$ cat src/rtl/aqrt_pkg.sv
// ----------------------------------------------------------------------------
// aqrt_pkg
// Shared constants, types and codes of the aggressor row quarantine tracker.
// ----------------------------------------------------------------------------
package aqrt_pkg;

    localparam int NUM_BANKS   = 16;
    localparam int TRACK_DEPTH = 32;
    localparam int MAX_QROWS   = 256;
    localparam int ROW_BITS    = 16;

    localparam int BANK_W  = 4;
    localparam int ROWF_W  = 16;
    localparam int KIND_W  = 2;

    localparam int TRK_WORDS = NUM_BANKS * TRACK_DEPTH;
    localparam int REV_WORDS = NUM_BANKS * MAX_QROWS;
    localparam int TRK_AW    = $clog2(TRK_WORDS);
    localparam int REV_AW    = $clog2(REV_WORDS);
    localparam int TRK_IW    = (TRACK_DEPTH > 1) ? $clog2(TRACK_DEPTH) : 1;
    localparam int TRK_CW    = $clog2(TRACK_DEPTH + 1);
    localparam int SLOT_W    = (MAX_QROWS > 1) ? $clog2(MAX_QROWS) : 1;
    localparam int TRK_DW    = 1 + ROW_BITS + 32;
    localparam int REV_DW    = 1 + ROW_BITS;
    localparam int CLR_W     = REV_AW + 1;

    localparam int PADDR_W = 4;

    // register indexes
    localparam logic [1:0] REG_TRACKER_ENTRIES   = 2'd0;
    localparam logic [1:0] REG_MIGRATE_THRESHOLD = 2'd1;
    localparam logic [1:0] REG_QUARANTINE_ROWS   = 2'd2;
    localparam logic [1:0] REG_EPOCH_TICKS       = 2'd3;

    // result kinds
    localparam logic [KIND_W-1:0] KIND_REMOVE  = 2'd0;
    localparam logic [KIND_W-1:0] KIND_INSERT  = 2'd1;
    localparam logic [KIND_W-1:0] KIND_MIGRATE = 2'd2;

    // input command codes
    localparam logic CMD_TICK = 1'b0;
    localparam logic CMD_ACT  = 1'b1;

    typedef struct packed {
        logic [5:0]  tracker_entries;
        logic [15:0] migrate_threshold;
        logic [8:0]  quarantine_rows;
        logic [31:0] epoch_ticks;
    } cfg_t;

endpackage

$ cat src/rtl/aqrt_cfg.sv
// ----------------------------------------------------------------------------
// aqrt_cfg
// APB-style register file holding the four configuration registers.
// ----------------------------------------------------------------------------
module aqrt_cfg (
    input  logic                        clk,
    input  logic                        rst_n,
    input  logic                        psel,
    input  logic                        penable,
    input  logic                        pwrite,
    input  logic [aqrt_pkg::PADDR_W-1:0] paddr,
    input  logic [31:0]                 pwdata,
    output logic [31:0]                 prdata,
    output logic                        pready,
    output aqrt_pkg::cfg_t              cfg
);
    import aqrt_pkg::*;

    cfg_t       cfg_reg, cfg_next;
    logic [1:0] idx;
    logic       wr_en;

    assign idx    = paddr[3:2];
    assign wr_en  = psel && penable && pwrite;
    assign pready = 1'b1;

    // take a register write on the access cycle
    always_comb
    begin
        cfg_next = cfg_reg;
        if (wr_en)
        begin
            case (idx)
                REG_TRACKER_ENTRIES:   cfg_next.tracker_entries   = pwdata[5:0];
                REG_MIGRATE_THRESHOLD: cfg_next.migrate_threshold = pwdata[15:0];
                REG_QUARANTINE_ROWS:   cfg_next.quarantine_rows   = pwdata[8:0];
                REG_EPOCH_TICKS:       cfg_next.epoch_ticks       = pwdata;
                default:               cfg_next = cfg_reg;
            endcase
        end
    end

    // read back
    always_comb
    begin
        case (idx)
            REG_TRACKER_ENTRIES:   prdata = {26'd0, cfg_reg.tracker_entries};
            REG_MIGRATE_THRESHOLD: prdata = {16'd0, cfg_reg.migrate_threshold};
            REG_QUARANTINE_ROWS:   prdata = {23'd0, cfg_reg.quarantine_rows};
            REG_EPOCH_TICKS:       prdata = cfg_reg.epoch_ticks;
            default:               prdata = '0;
        endcase
    end

    always_ff @(posedge clk or negedge rst_n)
    begin
        if (!rst_n)
        begin
            cfg_reg.tracker_entries   <= 6'd32;
            cfg_reg.migrate_threshold <= 16'd512;
            cfg_reg.quarantine_rows   <= 9'd256;
            cfg_reg.epoch_ticks       <= 32'd102400000;
        end
        else
        begin
            cfg_reg <= cfg_next;
        end
    end

    assign cfg = cfg_reg;
endmodule

$ cat config.mk
export PLATFORM = sky130hd
export DESIGN_NAME = aqrt_cfg
export DESIGN_NICKNAME = d
export VERILOG_FILES = /design/src/rtl/aqrt_pkg.sv /design/src/rtl/aqrt_cfg.sv
export SDC_FILE = /design/constraint.sdc
export NUM_CORES = 1
export LEC_CHECK = 0
export ABC_CLOCK_PERIOD_IN_PS = 2500
export BUFFER_PORTS_ARGS = -buffer_cell sky130_fd_sc_hd__buf_2
export CELL_PAD_IN_SITES_DETAIL_PLACEMENT = 1
export CELL_PAD_IN_SITES_GLOBAL_PLACEMENT = 1
export CORE_AREA = 2 2 97 99
export DETAILED_ROUTE_END_ITERATION = 12
export DIE_AREA = 0 0 99 101
export PLACE_DENSITY = 0.69
export SLEW_MARGIN = 20
export SYNTH_ARGS = -nofsm -noshare
export SYNTH_HDL_FRONTEND = slang
export SYNTH_SLANG_ARGS = --single-unit
$ cat constraint.sdc
create_clock -name clk -period 2.5 [get_ports clk]
set_clock_uncertainty 0.2 [all_clocks]
set_input_delay 0.25 -clock clk [delete_from_list [all_inputs] [get_ports clk]]
set_output_delay 0.25 -clock clk [all_outputs]
set_load 0.05 [all_outputs]
==> metrics.md <==
| Metric | Value |
|---|---|
| Most used cell, CP | buf_2 |
| Core Box Area | 8980 µm² |
| Die width | about 99 µm |
| Setup WS pre-CTS | 0.386 ns |
| Vias in the first global route | 2435 |
| Later-pin clock latency in the skew report | ~0.33 ns |
| Clk sink count | 63 |
| GRT Overall Usage | 0.165 |
| Max clock buf depth | 2 |
| HP Class | primary input to flop |
| Cts bufs inserted | 9 |
| Initial core utilization | 0.322 |
| Area added between synthesis and finish | 46.6% |
| Pin count of the biggest net entering global routing | 64 |
| Die Y-Extent | 101 µm |
| Final wirelength | 7980 µm |
| Routability cong. | 0.713 |
| Post-route clock period utilization | 0.834 |
| CP Launch Type | primary input |
| CP max stage cell | mux4_2 |
| DR pass1 iterations | 3 |
| PwrDens | between 1000 and 1500 nW/µm² |
| Period minus WS final | 2.08 ns |
| # port buffers | around 130 |
| Post-cts gate resize count | 0 |
| First-pass GRT wire length | 12900 µm |
| Initial antenna violation count | 0 |
| Synth unique cells | 20 |
| Rows | 35 |
| Setup Crit Path Kind | primary input to output port |
| H-tree Lvls | 3 |
| Slew Limit Fails | 0 |
| Max FFs per register | 63 |
| Rel. slew slack | 0.458 |
| Outcome | finished clean |
| Util after Layout | 0.472 |
| Max-Cap Viols | 0 |
| Final setup TNS | 0 ns |
| Via density | 4.69 |
| Layout cell share with drive strength beyond 1 | 0.658 |
| Root Buffer | clkbuf_8 |
| LEAKAGE | 0.00217 µW |
| RSZ-0062 raised after global routing | no |
| GRT Residual Overflow | 0 |
| Worst-path fanout max | 21 |
| DRC Markers | 0 |
| Syn Nets | 232 |
| Slowest Stage Delay on Critical Path | 0.51 ns |
| Fmax achieved | 480 MHz |
| Full die area | 10000 µm² |
| Worst Path Arrival | 1.63 ns |
| CP Data Required Time | 2.05 ns |
| Sequential share of the synthesized area | 0.550 |
| Post-DP HPWL | 5340 µm |
| Syn_area_per_cell | 15.1 µm² |
| I/O pin total | 137 |
| Power Total | 4410 µW |
| Setup Viol. Count Final | 0 |
| Detail Route Antenna Nets | 0 |
| CTS tree | built |
| Post-Synthesis Cells | 191 |
| Routed vias | between 2000 and 2500 |
| Synth Cell Area | 2890 µm² |
| Worst Max-Slew Pin Slew | 0.813 ns |
| Final WS setup | 0.416 ns |
| FF+latch count, synth | 63 |
| Max IR drop VDD | 388 µV |
| Synth Warn # | 0 |
| Reg clk slew, reported paths | 0.07 ns |
| Final Hold Viols | 0 |
| DR WL/cell | 16.7 µm |
| Nets@finish | roughly 400 |
| Diodes inserted | 0 |
| Detailed router's first-iteration violation count | 29 |
| Cell Chain, Critical Path | buf_2, buf_4, mux4_2, buf_2 |
| Worst setup EP type | output port |
-- logic make-up after synthesis --
kind of cell	synth area share
AOI/OAI and AO/OA	0.00910
DFF	0.550
and+or+nand+nor	0.0671
muxes	0.341
other	0.00130
buffers and inverters	0.0316
-- report_power, final --
group	total [µW]	switching (µW)	internal (µW)	leakage, µW
clock network	975	388	587	0.000110
logic	1970	1420	551	0.00131
registers	1460	179	1280	0.000757
total	4410	1980	2420	0.00217
-- per-stage QoR --
step	cells	area [µm²]	hold WS, ns
finish	479	4240	0.287
global route	479	4240	0.301
CTS	479	4240	0.273
detailed placement	430	3690	0.278
global placement	430	3690	0.275
floorplan	191	2890	-0.246
-- cells in the final DEF (no fill, tap or decap) --
| cell | Yosys | routed |
|---|---|---|
| mux2_4 | 10 | 10 |
| nand3_2 | 1 | 1 |
| nor3b_2 | 0 | 1 |
| clkbuf_1 | 4 | 2 |
| mux4_2 | 6 | 6 |
| nor2b_1 | 8 | 8 |
| and3_1 | 16 | 16 |
| a22o_1 | 3 | 3 |
| buf_2 | 7 | 133 |
| dlygate4sd3_1 | 0 | 33 |
| nor3_2 | 1 | 1 |
| clkinv_2 | 0 | 2 |
| buf_4 | 1 | 10 |
| bufinv_16 | 0 | 2 |
| dfrtp_1 | 54 | 54 |
| nor2_4 | 0 | 1 |
| mux2_2 | 56 | 56 |
| mux2i_1 | 7 | 7 |
| conb_1 | 1 | 1 |
| nand2_1 | 1 | 1 |
| or3b_1 | 1 | 1 |
| clkbuf_8 | 0 | 10 |
| dfstp_2 | 9 | 9 |
-- timing repair --
item / in CTS / in global routing
setup buffers: 0 / 0
hold buffers: 33 / 0
endpoints found under the hold margin: 116 / 0
-- layer usage --
metal | wire length (µm) | share of wire | global-route usage | vias up
li1 | - | - | - | 1027
met2 | 4160 | 0.52 | 0.292 | 79
met5 | 0 | 0 | 0 | -
met4 | 94 | 0.012 | 0.0580 | 0
met1 | 3270 | 0.41 | 0.201 | 1130
met3 | 451 | 0.057 | 0.0340 | 10
-- cell type report --
type / instances / area, µm²
Tap cell: 111 / 139
Clock inverter: 4 / 70.1
Clock buffer: 12 / 145
Fill cell: 961 / 4740
Timing Repair Buffer: 176 / 1070
Sequential cell: 63 / 1590
Multi-Input combinational cell: 113 / 1220
-- final timing paths --
check	startpoint	slack, ns	depth (start not counted)	endpoint
worst max register to register	cfg[48]	1.51	1	cfg[48]
worst min-delay path	penable	0.29	4	cfg[32]
worst max-delay path	paddr[2]	0.42	4	prdata[3]
min in group asynchronous	rst_n	0.43	3	cfg[47]
max in group asynchronous	rst_n	1.13	3	cfg[55]
worst min register to register	cfg[28]	0.33	1	cfg[28]
-- synth_stat cells --
| cell type | number | share of area |
|---|---|---|
| dfstp_2 | 9 | 0.082 |
| mux2_2 | 56 | 0.22 |
| conb_1 | 1 | 0.0013 |
| nor3_2 | 1 | 0.0035 |
| buf_2 | 7 | 0.012 |
| nand2_1 | 1 | 0.0013 |
| clkbuf_1 | 4 | 0.0052 |
| or3b_1 | 1 | 0.0030 |
| mux2i_1 | 7 | 0.024 |
| nor2_1 | 1 | 0.0013 |
| dfrtp_1 | 54 | 0.47 |
| mux2_4 | 10 | 0.052 |
| nand3_2 | 1 | 0.0035 |
| nor2b_1 | 8 | 0.017 |
| buf_6 | 3 | 0.012 |
| mux4_2 | 6 | 0.047 |
| nor3b_1 | 1 | 0.0026 |
| and3_1 | 16 | 0.035 |
| buf_4 | 1 | 0.0026 |
| a22o_1 | 3 | 0.0091 |
-- critical path: cells and delay by family --
| kind | cells | cell delay, ns |
|---|---|---|
| buf+inv | 3 | 0.87 |
| mux | 1 | 0.51 |
Note: power is estimated with default switching activity, not from simulation.
