$ cat src/rtl/aqrt_ram.sv
// ----------------------------------------------------------------------------
// aqrt_ram
// Generic single-write, single-read synchronous RAM with registered read.
// ----------------------------------------------------------------------------
module aqrt_ram #(
    parameter int WIDTH = 8,
    parameter int DEPTH = 16
) (
    input  logic                     clk,
    input  logic                     we,
    input  logic [$clog2(DEPTH)-1:0] waddr,
    input  logic [WIDTH-1:0]         wdata,
    input  logic [$clog2(DEPTH)-1:0] raddr,
    output logic [WIDTH-1:0]         rdata
);
    logic [WIDTH-1:0] mem [DEPTH];

    // write port and registered read port
    always_ff @(posedge clk)
    begin
        if (we)
        begin
            mem[waddr] <= wdata;
        end
        rdata <= mem[raddr];
    end
endmodule

$ cat config.mk
export PLATFORM = sky130hd
export DESIGN_NAME = aqrt_ram
export DESIGN_NICKNAME = d
export VERILOG_FILES = /design/src/rtl/aqrt_ram.sv
export SDC_FILE = /design/constraint.sdc
export NUM_CORES = 1
export LEC_CHECK = 0
export ABC_AREA = 1
export BUFFER_PORTS_ARGS = -buffer_cell sky130_fd_sc_hd__buf_2
export CAP_MARGIN = 5
export CORE_UTILIZATION = 35
export CTS_CLUSTER_DIAMETER = 60
export DETAILED_ROUTE_END_ITERATION = 12
export SLEW_MARGIN = 20
export SYNTH_ARGS = -nofsm -noshare
export SYNTH_HDL_FRONTEND = slang
export SYNTH_SLANG_ARGS = --single-unit
$ cat constraint.sdc
create_clock -name clk -period 1.6 [get_ports clk]
set_input_delay 0 -clock clk [delete_from_list [all_inputs] [get_ports clk]]
set_output_delay 0 -clock clk [all_outputs]
set_load 0.02 [all_outputs]
==> run summary, run 1 <==
H-tree depth - 4
Layout area overhead - 18.6%
Crit-path slowest cell - dlygate4sd3_1
worst-path maximum fanout - 16
CTS tree - built
Startpoint Class - primary input
ys flop type - edfxtp_1
total CTS buffers - 17
final number of setup-violating endpoints - 0
Critical Path Most Common Cell - nand3_1
Port Buf Inserts - 25
Die ar. - 17,000 um^2
drt drc - 0
Final Hold Fails - 0
Rel. slew slack - 62.8%
vias in the first global route - 3,736
layout cells sized above 1 - 12.5%
utilization after layout - 42.7%
unrepaired setup endpoints after global routing - false
first-pass GRT wire length - 20,300 um
Slew Limit Fails - 0
crit-path max cell delay - 0.53 ns
setup_tns - 0 ns
outcome - finished clean
number of synthesized flops with an enable pin - 128
asr flop ratio synth - 0%
Clock Skew - 0.0115 ns
Final GP Congestion - 0.795
final setup margin - 0.344 ns
grt ovf - 0
pwr dens - 1250 nW/um^2
post-synth design cell area - 5770 um^2
synthesis-stage register bit count - 136
syn avg cell area - 10.5 um^2
commonest cells in the netlist - nand2_1 (173), edfxtp_1 (128), inv_1 (100)
# nets final - 614
Syn Nets - 569
initial antenna violation count - 0
CP Data Required Time - 1.91 ns
Crit Path Category - in2reg
Cell Chain, Critical Path - dlygate4sd3_1, buf_2, inv_1, nand3_1, nand3_1, nand2_1
CTS Root Cell - clkbuf_16
pre-CTS setup slack - 0.441 ns
# clock sinks - 136
top-count cell post-synth - nand2_1
clock latency on the worst-skew pair - 0.42 ns
Worst Setup End Kind - flop
FMAX - 796 MHz
die width - 130 um
CP delay by family, top - buffers and inverters
Post-Synthesis Cells - 551
Worst EP arrival - 1.57 ns
ANT cells - 0
Worst VDD drop - 799 uV
max_cap viols - 0
drt first pass iters - 5
Hold Crit Class - in2reg
Detail Route Antenna Nets - 0
Least-Margin Pin Slew - 0.557 ns
routed length per instance - 15.6 um
num ports - 26
HPWL after DPL - 8000 um
Clk pin slew, worst setup/hold paths - 0.06 ns
clk buf depth - 2
Synth top area share - 66.7%
Distinct cells, synth - 12
Final Cycle Share - 78.5%
floorplan core area - 16,000 um^2
row cnt - 46
Post-CTS Setup Bufs - 0
Initial DRC Count - 389
Via Count - 3,760
Via density - 4.56
Syn. warnings - 0
GRT Total Usage - 16.8%
worst path bufs/invs - 3
post-synth top area cell - edfxtp_1
Static Leakage - 2.95 nW
sequential cell area fraction in the yosys report - 69.4%
Initial Utilization - 36.0%
Routed WL - 12,900 um
Min Clock Period, post-route - 1.26 ns
synth top area cells - edfxtp_1 (67%), nand2_1 (11%), nand3_1 (8.4%)
largest net degree at the start of global routing - 65
Die H - 130 um
==> stage by stage <==
stage               instance area, um^2  instances  hold WS (ns)  total power, mW
finish                             6840        825       0.00788             8.53
detailed placement                 6190        789         0.393             4.60
floorplan                          5770        551        0.0989             4.39
CTS                                6840        825       0.00355             8.57
global placement                   6190        789         0.378             4.59
global route                       6840        825        0.0170             8.78
==> path summary, 6_finish.rpt <==
check,start,end,slack [ns],cells after the start
setup / recovery,raddr[2],rdata[2],0.34,6
hold / removal,wdata[0],mem[9][0],0.008,1
setup reg to reg,mem[5][4],rdata[4],0.57,6
hold reg to reg,mem[3][6],rdata[6],0.67,6
==> per-layer routing <==
layer / share of wire, % / vias up / routed length, um / global-route usage (%)
li1: - / 1861 / - / -
met5: 0 / - / 0 / 0
met1: 42 / 1772 / 5400 / 21.1
met4: 2.4 / 0 / 311 / 8.25
met3: 5.5 / 23 / 706 / 2.95
met2: 50 / 104 / 6450 / 28.0
==> power breakdown <==
| part | switching [mW] | leakage, nW | internal, mW | total, mW |
|---|---|---|---|---|
| combinational | 0.364 | 1.43 | 0.155 | 0.519 |
| sequential | 0.0281 | 1.22 | 3.98 | 4.01 |
| clock | 1.41 | 0.293 | 2.59 | 4.00 |
==> final cells by class <==
class | count | area [um^2]
Fill cell | 1531 | 9160
Sequential cell | 136 | 4000
Multi-Input combinational cell | 289 | 1210
Inverter | 102 | 383
Clock inverter | 14 | 179
Clock buffer | 18 | 429
Timing Repair Buffer | 50 | 360
Tap cell | 216 | 270
==> worst register-to-register path, delay by kind of cell, from the launching register on <==
family        cells  cell delay [ns]
buf+inv           1             0.06
simple gates      5             0.49
flops             1             0.35
==> repair_timing <==
item	in CTS	in global routing
hold buffers	4	0
endpoints found under the setup margin	0	0
hold endpoints to repair	13	0
gates resized for setup	0	0
==> cells in the final DEF, fill, tap and decap left out <==
master	netlist	routed
edfxtp_1	128	128
bufinv_16	0	4
nor2_1	17	17
clkinv_1	0	3
clkbuf_16	0	17
buf_2	13	25
nand3_1	97	97
buf_12	0	3
dfxtp_1	8	8
dlygate4sd3_1	0	4
clkbuf_1	0	1
clkinv_2	0	3
buf_4	4	18
inv_2	2	2
nand2_1	173	173
clkinvlp_4	0	2
inv_1	100	100
nand3b_1	2	2
inv_6	0	2
==> cell families (layout without fill, tap and decap cells) <==
kind of cell	after synthesis	in the layout	synth area share, %
simple gates	289	289	21.0
flops	136	136	69.4
buf+inv	126	184	9.52
==> flip-flops by register name, summed over array words and instances, names as in the netlist <==
register and flops:
mem 128, rdata 8
(Power assumes the default switching activity.)
==> inputs of run 2 (changes only) <==
Settings changed: ABC_AREA 1 to 0.
Clock period 1.6 ns to 1.3 ns, I/O delays scaled along.
==> run summary, run 2 <==
number of synthesized flops with an enable pin - 128 (unchanged)
grt ovf - 0 (unchanged)
commonest non-fill, non-tap cell in the layout - edfxtp_1
Worst R2R End - rdata[0]
largest net degree at the start of global routing - 18 (-72%)
Initial DRC Count - 145 (-63%)
die width - 123 um (-5.4%)
max FFs per register - 128 (unchanged)
vias in the first global route - 2,673 (-28%)
Final GP Congestion - 0.747 (-6.1%)
clock latency on the worst-skew pair - 0.41 ns (about the same)
Via density - 5.04 (+11%)
Worst VDD drop - 989 uV (+24%)
Layout fillers - 1,215 (-21%)
syn avg cell area - 22.5 um^2 (+110%)
post-synth top area cell - edfxtp_1
FMAX - 770 MHz
clk buf depth - 2 (unchanged)
Clock Skew - 0.00815 ns (-0.00335 ns)
Hold Crit Class - in2reg
Finished Layout Cells - 493 (-40%)
outcome - finished clean
total CTS buffers - 17 (unchanged)
first-pass GRT wire length - 16,400 um (-19%)
Worst Setup End Kind - flop
CTS Root Cell - clkbuf_16
max_cap viols - 0 (unchanged)
ys flop type - edfxtp_1
Via Count - 2,487 (-34%)
Routed WL - 10,700 um (-17%)
Startpoint Class - flop
Least-Margin Pin Slew - 0.888 ns (+0.331 ns)
most frequent cells in the layout - edfxtp_1 (128), buf_4 (28), mux4_2 (25), buf_2 (25), clkbuf_16 (17)
Min Clock Period, post-route - 1.30 ns
Rel. slew slack - 40.7% (-22 points)
sequential cell area fraction in the yosys report - 77.8% (+8.4 points)
r2r setup slk - 0.001 ns (-0.57 ns)
GRT Total Usage - 16.1% (-0.67 points)
Initial Utilization - 36.5% (+0.48 points)
HPWL after DPL - 6950 um (-13%)
Post-Synthesis Cells - 229 (-58%)
drt drc - 0 (unchanged)
layout cells sized above 1 - 36.7% (+24 points)
CTS tree - built
pwr dens - 1550 nW/um^2 (+24%)
origin of the critical flop-to-flop path - mem[3][0]
utilization after layout - 44.5% (+1.7 points)
Syn. warnings - 0 (unchanged)
CP Data Required Time - 1.59 ns (-0.32 ns)
placed insts - 454 (-42%)
worst-path maximum fanout - 1 (-15)
Die ar. - 15,200 um^2 (-11%)
synthesis-stage register bit count - 136 (unchanged)
drt first pass iters - 4 (-1)
Final Hold Fails - 0 (unchanged)
final number of setup-violating endpoints - 0 (unchanged)
# nets final - 318 (-48%)
Distinct cells, synth - 19 (+7)
Final Cycle Share - 99.9%
# clock sinks - 136 (unchanged)
Hold Path Depth - 1 (unchanged)
ANT cells - 0 (unchanged)
Hold Startpoint - wdata[2]
Layout area overhead - 21.8%
Worst EP arrival - 1.59 ns (+0.02 ns)
top-count cell post-synth - edfxtp_1
Die H - 123 um (-5.4%)
Min-Delay Endpoint - mem[14][2]
floorplan core area - 14,100 um^2 (-12%)
Clk pin slew, worst setup/hold paths - 0.06 ns (about the same)
Detail Route Antenna Nets - 0 (unchanged)
unrepaired setup endpoints after global routing - true
post-synth design cell area - 5150 um^2 (-11%)
row cnt - 43 (-6.5%)
Static Leakage - 2.11 nW (-28%)
initial antenna violation count - 0 (unchanged)
Synth top area share - 74.7% (+8.0 points)
synth top area cells - edfxtp_1 (75%), mux4_2 (7.9%), mux4_1 (7.1%)
biggest regs - mem (128), rdata (8)
Crit Path Category - reg2reg
Port Buf Inserts - 25 (unchanged)
Pwr Total - 9.72 mW (+14%)
Slew Limit Fails - 0 (unchanged)
asr flop ratio synth - 0% (unchanged)
WHS - 0.0223 ns (+0.0144 ns)
largest reg by FF count - mem
H-tree depth - 4 (unchanged)
num ports - 26 (unchanged)
Syn Nets - 247 (-57%)
commonest cells in the netlist - edfxtp_1 (128), mux4_2 (18), a22oi_1 (16)
routed length per instance - 21.6 um (+39%)
number of cells on the worst reg-to-reg path - 3 (-3)
Post-CTS Setup Bufs - 0 (unchanged)
-- run 2: cell types whose count changed after synthesis, sizes merged, moves of 2 or more --
cell           previous run  this run
nand3                    97         1
nand2                   173         9
inv                     102         0
clkdlybuf4s25             0         3
a22oi                     0        16
buf                      24         7
nand2b                    0         2
nor2                     17        13
nor3                      0         4
mux4                      0        32
-- run 2: repair_timing --
action,in CTS,in global routing
resized for setup,12,1
endpoints found under the hold margin,111,0
hold buffers,7,0
pin swaps,2,0
endpoints found under the setup margin,6,7
-- run 2: where the power goes --
group	internal [mW]	switching, mW
clock	2.57	1.67
combinational	0.237	0.311
sequential	4.91	0.0296
-- run 2: how the worst max path moves through the flow --
stage               startpoint        end  slack (ns)  depth (start not counted)
floorplan             waddr[2]  mem[3][0]        0.03                          2
global placement      raddr[0]   rdata[0]       -0.21                          5
detailed placement    raddr[0]   rdata[0]       -0.20                          5
CTS                  mem[0][0]   rdata[0]       -0.02                          3
global route         mem[3][0]   rdata[0]       -0.09                          3
finish               mem[3][0]   rdata[0]       0.001                          3
-- run 2: area by class of cell --
| cell class | instances | area (um^2) | share of cell area [%] |
|---|---|---|---|
| well taps | 180 | 225 | 3.59 |
| clock inverters | 7 | 45.0 | 0.718 |
| repair buffers | 62 | 445 | 7.10 |
| flip-flops and latches | 136 | 4000 | 63.8 |
| multi-input cells | 83 | 1070 | 17.0 |
| clock buffers | 25 | 485 | 7.74 |
-- run 2: cell families (layout without fill, tap and decap cells) --
| logic type | count (synthesis) | count (layout) | synth area share (%) |
|---|---|---|---|
| compound gates | 16 | 16 | 2.33 |
| buf+inv | 10 | 94 | 1.68 |
| flops | 136 | 136 | 77.8 |
| mux | 32 | 32 | 15.0 |
| simple gates | 35 | 35 | 3.18 |
-- run 2: worst max-delay path: stages, from the launching register on --
cell,delay (ns)
edfxtp_1,0.38
mux4_2,0.49
a22oi_2,0.21
nand2_1,0.10
-- run 2: metrics by stage --
step,cell area [um^2],setup WS [ns],setup TNS [ns]
CTS,6270,-0.0249,-0.0249
floorplan,5150,0.0339,0
detailed placement,5670,-0.205,-0.853
global route,6270,-0.0858,-0.307
global placement,5670,-0.209,-0.807
finish,6270,0.00111,0
-- run 2: routing by layer --
layer / GRT usage [%] / vias to the layer above / wire length [um]
met4: 5.95 / 0 / 129
met1: 21.5 / 1302 / 4970
li1: - / 1108 / -
met3: 5.63 / 11 / 437
met5: 0 / - / 0
met2: 24.3 / 66 / 5130
