File: config.mk
export PLATFORM = sky130hd
export DESIGN_NAME = aqrt_div
export DESIGN_NICKNAME = d
export VERILOG_FILES = /design/src/rtl/aqrt_div.sv
export SDC_FILE = /design/constraint.sdc
export NUM_CORES = 1
export LEC_CHECK = 0
export BUFFER_PORTS_ARGS = -buffer_cell sky130_fd_sc_hd__buf_2
export CAP_MARGIN = 25
export CELL_PAD_IN_SITES_DETAIL_PLACEMENT = 0
export CELL_PAD_IN_SITES_GLOBAL_PLACEMENT = 2
export CORE_ASPECT_RATIO = 0.8
export CORE_MARGIN = 2
export CORE_UTILIZATION = 40
export CTS_BUF_LIST = sky130_fd_sc_hd__clkbuf_4
export CTS_CLUSTER_DIAMETER = 40
export DETAILED_ROUTE_END_ITERATION = 12
export GPL_TIMING_DRIVEN = 0
export PLACE_DENSITY = 0.88
export SLEW_MARGIN = 20
export SYNTH_ARGS = -nofsm -noshare
export SYNTH_HDL_FRONTEND = slang
export SYNTH_SLANG_ARGS = --single-unit
export TNS_END_PERCENT = 20
File: constraint.sdc
create_clock -name clk -period 5.4 [get_ports clk]
set_input_delay 1.08 -clock clk [delete_from_list [all_inputs] [get_ports clk]]
set_output_delay 1.08 -clock clk [all_outputs]
set_load 0.01 [all_outputs]
File: src/rtl/aqrt_div.sv
// ----------------------------------------------------------------------------
// aqrt_div
// Restoring 32-bit remainder unit, one quotient bit per cycle.
// ----------------------------------------------------------------------------
module aqrt_div (
    input  logic        clk,
    input  logic        rst_n,
    input  logic        start,
    input  logic [31:0] dividend,
    input  logic [31:0] divisor,
    output logic        busy,
    output logic        done,
    output logic [31:0] remainder
);
    logic [31:0] dvd_reg, dvd_next;
    logic [31:0] dvs_reg, dvs_next;
    logic [31:0] rem_reg, rem_next;
    logic [5:0]  cnt_reg, cnt_next;
    logic        busy_reg, busy_next;
    logic        done_reg, done_next;
    logic [32:0] trial;

    // one shift and conditional subtract per cycle
    always_comb
    begin
        dvd_next  = dvd_reg;
        dvs_next  = dvs_reg;
        rem_next  = rem_reg;
        cnt_next  = cnt_reg;
        busy_next = busy_reg;
        done_next = 1'b0;
        trial     = {rem_reg, dvd_reg[31]};
        if (start)
        begin
            dvd_next  = dividend;
            dvs_next  = divisor;
            rem_next  = '0;
            cnt_next  = 6'd0;
            busy_next = 1'b1;
        end
        else if (busy_reg)
        begin
            dvd_next = {dvd_reg[30:0], 1'b0};
            if (trial >= {1'b0, dvs_reg})
            begin
                rem_next = 32'(trial - {1'b0, dvs_reg});
            end
            else
            begin
                rem_next = trial[31:0];
            end
            cnt_next = cnt_reg + 6'd1;
            if (cnt_reg == 6'd31)
            begin
                busy_next = 1'b0;
                done_next = 1'b1;
            end
        end
    end

    always_ff @(posedge clk or negedge rst_n)
    begin
        if (!rst_n)
        begin
            busy_reg <= 1'b0;
            done_reg <= 1'b0;
            cnt_reg  <= '0;
        end
        else
        begin
            busy_reg <= busy_next;
            done_reg <= done_next;
            cnt_reg  <= cnt_next;
        end
    end

    always_ff @(posedge clk)
    begin
        dvd_reg <= dvd_next;
        dvs_reg <= dvs_next;
        rem_reg <= rem_next;
    end

    assign busy      = busy_reg;
    assign done      = done_reg;
    assign remainder = rem_reg;
endmodule

==> impl_metrics.tcl, run 1 <==
set metrics [dict create \
    dr_total_vias 4580 \
    gp_congestion 0.882 \
    n_antenna_cell 0 \
    first_global_vias 4603 \
    wirelength_um 14400 \
    start_kind "flop" \
    pin_count 101 \
    critPathMaxFanout 10 \
    grt_pass1_wl_um 23600 \
    cts_resized 0 \
    drive_above_1_share_pct 24.9 \
    synth_cell_types 60 \
    worstReg2RegStart "remainder[3]" \
    grt_use_met1_pct 26.1 \
    hold_buffers 0 \
    fin_nets 784 \
    antenna_found_initial 0 \
    synth_cells 572 \
    clock.fmax_mhz 325 \
    fin_cells 872 \
    cts_setup_buffers 0 \
    cts_tree "yes" \
    path_cells "ha_1 -> a21oi_2 -> nor3b_2 -> a21oi_2 -> o311ai_4 -> a21oi_4 -> a31oi_4 -> buf_2 -> nor2_1 -> a21oi_1 -> a211oi_1" \
    die_h_um 113 \
    h-tree-depth 3 \
    critical_path_class "reg2reg" \
    cp-endpoint "remainder[12]" \
    clkTransAtPathRegs_ns 0.18 \
    clock-sinks 104 \
    relSlewSlack_pct 41.9 \
    p_leak_nw 3.08 \
    most-common-layout-cells "buf_2, nor2_1, edfxtp_1" \
    ys.flop_type "edfxtp_1" \
    critPathArrivalTime_ns 3.46 \
    netlist_area_um2 5920 \
    ys_warn_count 0 \
    wl_per_cell_um 16.5 \
    irDropWorstVdd_v 0.000176 \
    status "finished clean" \
    gr-usage-met2_pct 29.3 \
    avgViaCountPerCell 5.25 \
    r2r_slack_ns 2.32 \
    dieArea_um2 15800 \
    crit_start "remainder[3]" \
    power_mw 3.12 \
    rsz0062_at_grt "no" \
    route.detailed.drc 0 \
    ctsLongestPathBuffers 2 \
    p_per_area_nw_per_um2 458 \
    track_usage_pct 19.0 \
    synth_edf_count 64 \
    setup_tns_ns 0 \
    grt-busiest-layer "met2" \
    grt_max_degree 34 \
    syn-num-nets 673 \
    slowest_stage "a31oi_4" \
    setup_viol 0 \
    cts-buffers-inserted 9 \
    cp_common_cell "a21oi_2" \
    yosysSeqAreaShare_pct 46.7 \
    fp-row-count 39 \
    port_buffers 100 \
    finClkSkew_ns 0.0167 \
    required_ns 5.78 \
    final_common_cell "buf_2" \
    dieWidth_um 140 \
    rr_worst_depth 11 \
    rr_endpoint "remainder[12]" \
    dp_cells 856 \
    hold_path_class "in2async" \
    crit_buf_inv 1 \
    preCtsSetupSlack_ns 1.79 \
    worst-path-stages 11 \
    async_reset_ff_share_pct 7.69 \
    area_growth_pct 15.0 \
    critPathTopFamily "compound AO/OA/AOI/OAI gates" \
    tightest_slew_ns 0.871 \
    max_stage_delay_ns 0.43 \
    ant_nets 0 \
    drv_slew 0 \
    cap_violations 0 \
    syn_avg_cell_area_um2 10.3 \
    insertion_delay_ns 0.52 \
    setup_ws_ns 2.32 \
    root_buffer "clkbuf_4" \
    coreArea_um2 14300 \
    ys_ff_latch 104 \
    grt_util_met3_pct 5.59 \
    hold_violations 0 \
    dr.pass1.iters 4 \
    drt-initial-drc-count 355 \
    endpoint_kind "flop" \
    final.period_utilization_pct 57.1 \
    hold_ws_ns 0.371 \
    min_period_ns 3.08 \
    initial_core_util_pct 41.2 \
    grt-ovfl-total 0 \
    hpwl_um 10700 \
]
-- routing by layer --
metal | part of all wire [%] | vias to the layer above | wire length, um
met5 | 0 | - | 0
met4 | 1.2 | 0 | 177
met3 | 5.6 | 13 | 812
met2 | 44 | 92 | 6410
met1 | 49 | 2177 | 7020
li1 | - | 2298 | -
-- through the flow --
step                      area [um^2]  util (%)
after CTS                        6800      47.4
after global placement           6650      46.3
after floorplan                  5920         -
after detailed placement         6650      46.3
final                            6800      47.4
after global routing             6800      47.4
-- synth_stat cells, drive strengths merged (4+ instances only) --
cell type	number	area share, %
dfrtp	8	3.4
mux2i	15	2.5
nor2	68	4.3
xnor2	11	1.6
buf	9	1.0
a211oi	27	3.5
and2	4	0.42
mux2	35	6.7
and3	7	0.74
o21ai	20	1.7
a21oi	56	5.1
a21o	11	1.4
inv	40	2.5
xor2	19	2.8
nand2b	6	0.63
nand2	26	1.6
edfxtp	64	32
ha	33	7.0
a31oi	7	0.99
nor3b	4	0.59
dfxtp	32	11
nand4	7	0.74
clkbuf	17	1.1
nor2b	4	0.42
-- cells by family (layout without fill, tap and decap cells) --
group                    after synthesis  after routing  share of synthesized area (%)
AO/OA/AOI/OAI                        149            149                           16.7
AND/OR/NAND/NOR                      139            139                           11.0
flip-flops                           104            104                           46.7
buffers and inverters                 66            182                           4.63
multiplexers                          50             50                           9.20
adder cells (fa/ha/maj)               34             34                           7.32
XOR/XNOR                              30             30                           4.44
-- cell type report --
class / instances / area (um^2)
tap: 184 / 230
multi-input combinational: 402 / 2880
buffer: 26 / 124
timing repair buffer: 100 / 500
clock buffer: 9 / 67.6
sequential: 104 / 2760
inverter: 40 / 150
fill: 1423 / 7540
clock inverter: 7 / 88.8
-- worst min-delay path by stage --
stage	cells after the start	startpoint	end	slack, ns
2_1_floorplan	2	cnt_reg[4]	cnt_reg[4]	0.50
3_3_place_gp	2	remainder[8]	remainder[8]	0.51
3_5_place_dp	2	remainder[8]	remainder[8]	0.51
4_1_cts	1	rst_n	cnt_reg[5]	0.33
5_1_grt	1	rst_n	cnt_reg[5]	0.33
6_report	1	rst_n	cnt_reg[5]	0.37
-- report_power, final --
group          switching (mW)  internal [mW]  total, mW
registers               0.131          0.995       1.13
clock network           0.313          0.115      0.428
logic                   0.888          0.675       1.56
total                    1.33           1.79       3.12
(Power assumes the default switching activity.)
==> run 2: changes to the inputs <==
CORE_UTILIZATION = 37   (was 40)
PLACE_DENSITY = 0.82   (was 0.88)
clock period = 3 ns   (was 5.4 ns; I/O delays follow)
==> run 2 against run 1 <==
Core utilization shrank 2.7 points. Power increased by 87%. Clock power up 76%. First-iteration DRC count decreased by 50%.
==> impl_metrics.tcl, run 2 (same netlist as run 1, synthesis figures left out) <==
set metrics [dict create \
    grt_pass1_wl_um 24300 \
    route.detailed.drc 0 \
    clock.fmax_mhz 351 \
    path_cells "inv_1 -> ha_4 -> a21oi_2 -> nor3b_4 -> a21oi_4 -> o311ai_4 -> a21oi_4 -> a31oi_4 -> buf_4 -> mux2_2 -> mux2i_1 -> nor2_1" \
    hold_depth 1 \
    pwr-share-comb_pct 52.2 \
    p_leak_nw 3.12 \
    dp_cells 887 \
    initial_core_util_pct 37.7 \
    root_buffer "clkbuf_4" \
    clkPwrFrac_pct 12.9 \
    critPathTopFamily "compound AO/OA/AOI/OAI gates" \
    dieWidth_um 145 \
    hpwl_um 11000 \
    max_stage_delay_ns 0.40 \
    hold_violations 0 \
    sequentialPowerShare_pct 34.9 \
    crit_buf_inv 2 \
    start_kind "flop" \
    finClkSkew_ns 0.0249 \
    first_global_vias 4733 \
    p_switching_mw 2.48 \
    clock-sinks 104 \
    relSlewSlack_pct 44.5 \
    fp-row-count 41 \
    power.internal_mw 3.36 \
    drive_above_1_share_pct 28.7 \
    dr_total_vias 4610 \
    drv_slew 0 \
    port_buffers 100 \
    cap_violations 0 \
    r2r_slack_ns 0.15 \
    die_h_um 117 \
    cts-buffers-inserted 9 \
    critPathMaxFanout 6 \
    avgViaCountPerCell 5.08 \
    final.period_utilization_pct 95.0 \
    dr.pass1.iters 4 \
    worst-path-stages 12 \
    final_util_pct 44.7 \
    wl_per_cell_um 16.4 \
    required_ns 3.38 \
    fillerInstances 1603 \
    rsz0062_at_grt "yes" \
    n_antenna_cell 0 \
    antenna_found_initial 0 \
    ctsLongestPathBuffers 2 \
    gp_congestion 0.861 \
    worstReg2RegStart "dvs_reg[4]" \
    tightest_slew_ns 0.833 \
    area_growth_pct 18.6 \
    power_mw 5.84 \
    grt_max_degree 34 \
    cp-endpoint "remainder[25]" \
    status "finished clean" \
    most-common-layout-cells "buf_2, nor2_1, edfxtp_1" \
    grt-ovfl-total 0 \
    p_per_area_nw_per_um2 832 \
    drt-initial-drc-count 178 \
    rr_endpoint "remainder[25]" \
    irDropWorstVdd_v 0.000366 \
    fin_nets 789 \
    cp_common_cell "a21oi_4" \
    p_sw_share_pct 42.5 \
    slowest_stage "edfxtp_1" \
    coreArea_um2 15700 \
    dieArea_um2 17000 \
    clkTransAtPathRegs_ns 0.19 \
    h-tree-depth 3 \
    track_usage_pct 18.2 \
    min_period_ns 2.85 \
    ant_nets 0 \
    final_common_cell "buf_2" \
    setup_viol 0 \
    wirelength_um 14900 \
    insertion_delay_ns 0.51 \
    critPathArrivalTime_ns 3.23 \
    cts_tree "yes" \
    endpoint_kind "flop" \
    hold_path_class "in2reg" \
    pin_count 101 \
    crit_start "dvs_reg[4]" \
    rr_worst_depth 12 \
    fin_cells 908 \
    critical_path_class "reg2reg" \
]
[run 2: changes by cell type in the layout (fill, tap and decap cells not counted), moves of 3 or more]
cell	before	now
a21oi_2	2	5
clkbuf_1	17	13
o21ai_0	18	14
o21ai_1	2	5
buf_4	2	9
ha_1	33	30
a21oi_1	53	49
[run 2: layout make-up]
class | instances | area, um^2 | share of cell area, %
clock buffers | 9 | 67.6 | 0.963
plain buffers | 22 | 116 | 1.66
well taps | 215 | 269 | 3.83
clock inverters | 7 | 78.8 | 1.12
multi-input cells | 402 | 3000 | 42.7
repair buffers | 109 | 574 | 8.18
inverters | 40 | 150 | 2.14
flip-flops and latches | 104 | 2770 | 39.4
[run 2: metrics by stage]
step,cell area (um^2),hold WS (ns),TNS (ns),setup slack [ns]
after floorplan,5920,0.304,0,0.369
after global placement,6690,0.448,-0.404,-0.0422
after detailed placement,6690,0.450,-1.22,-0.0894
after CTS,6890,0.213,0,0.00641
after global routing,7020,0.197,-0.0886,-0.0380
final,7020,0.249,0,0.150
[run 2: what timing repair did]
action,in CTS,in global routing
buffers inserted,4,4
pin swaps,1,11
hold endpoints to repair,8,0
hold buffers,1,0
setup endpoints to repair,19,32
resized for setup,3,29
[run 2: per-layer routing]
metal	vias up	wire length (um)	share of wire (%)	track usage, %
met4	0	216	1.4	4.77
met2	109	6440	43	28.4
met3	18	844	5.7	5.62
met5	-	0	0	0
li1	2307	-	-	-
met1	2176	7420	50	24.9
[run 2: worst register-to-register path, delay by kind of cell, from the launching register on]
family	cells	cell delay, ns
buf+inv	2	0.25
mux	2	0.47
simple gates	2	0.36
flops	1	0.40
fa+ha+maj	1	0.22
compound gates	5	1.04
[run 2: power by group through the flow]
stage          Clock, mW  Combinational (mW)  Sequential, mW
2_1_floorplan          0                2.00            2.09
3_3_place_gp           0                2.81            2.05
3_5_place_dp           0                2.83            2.06
4_1_cts            0.792                2.91            2.03
5_1_grt            0.844                3.39            2.08
6_report           0.752                3.05            2.04
[run 2: worst min path at each step]
stage,start,end
after detailed placement,rst_n,cnt_reg[0]
final,divisor[16],dvs_reg[16]
after global placement,rst_n,cnt_reg[1]
after global routing,divisor[23],dvs_reg[23]
after floorplan,rst_n,busy
after CTS,divisor[16],dvs_reg[16]
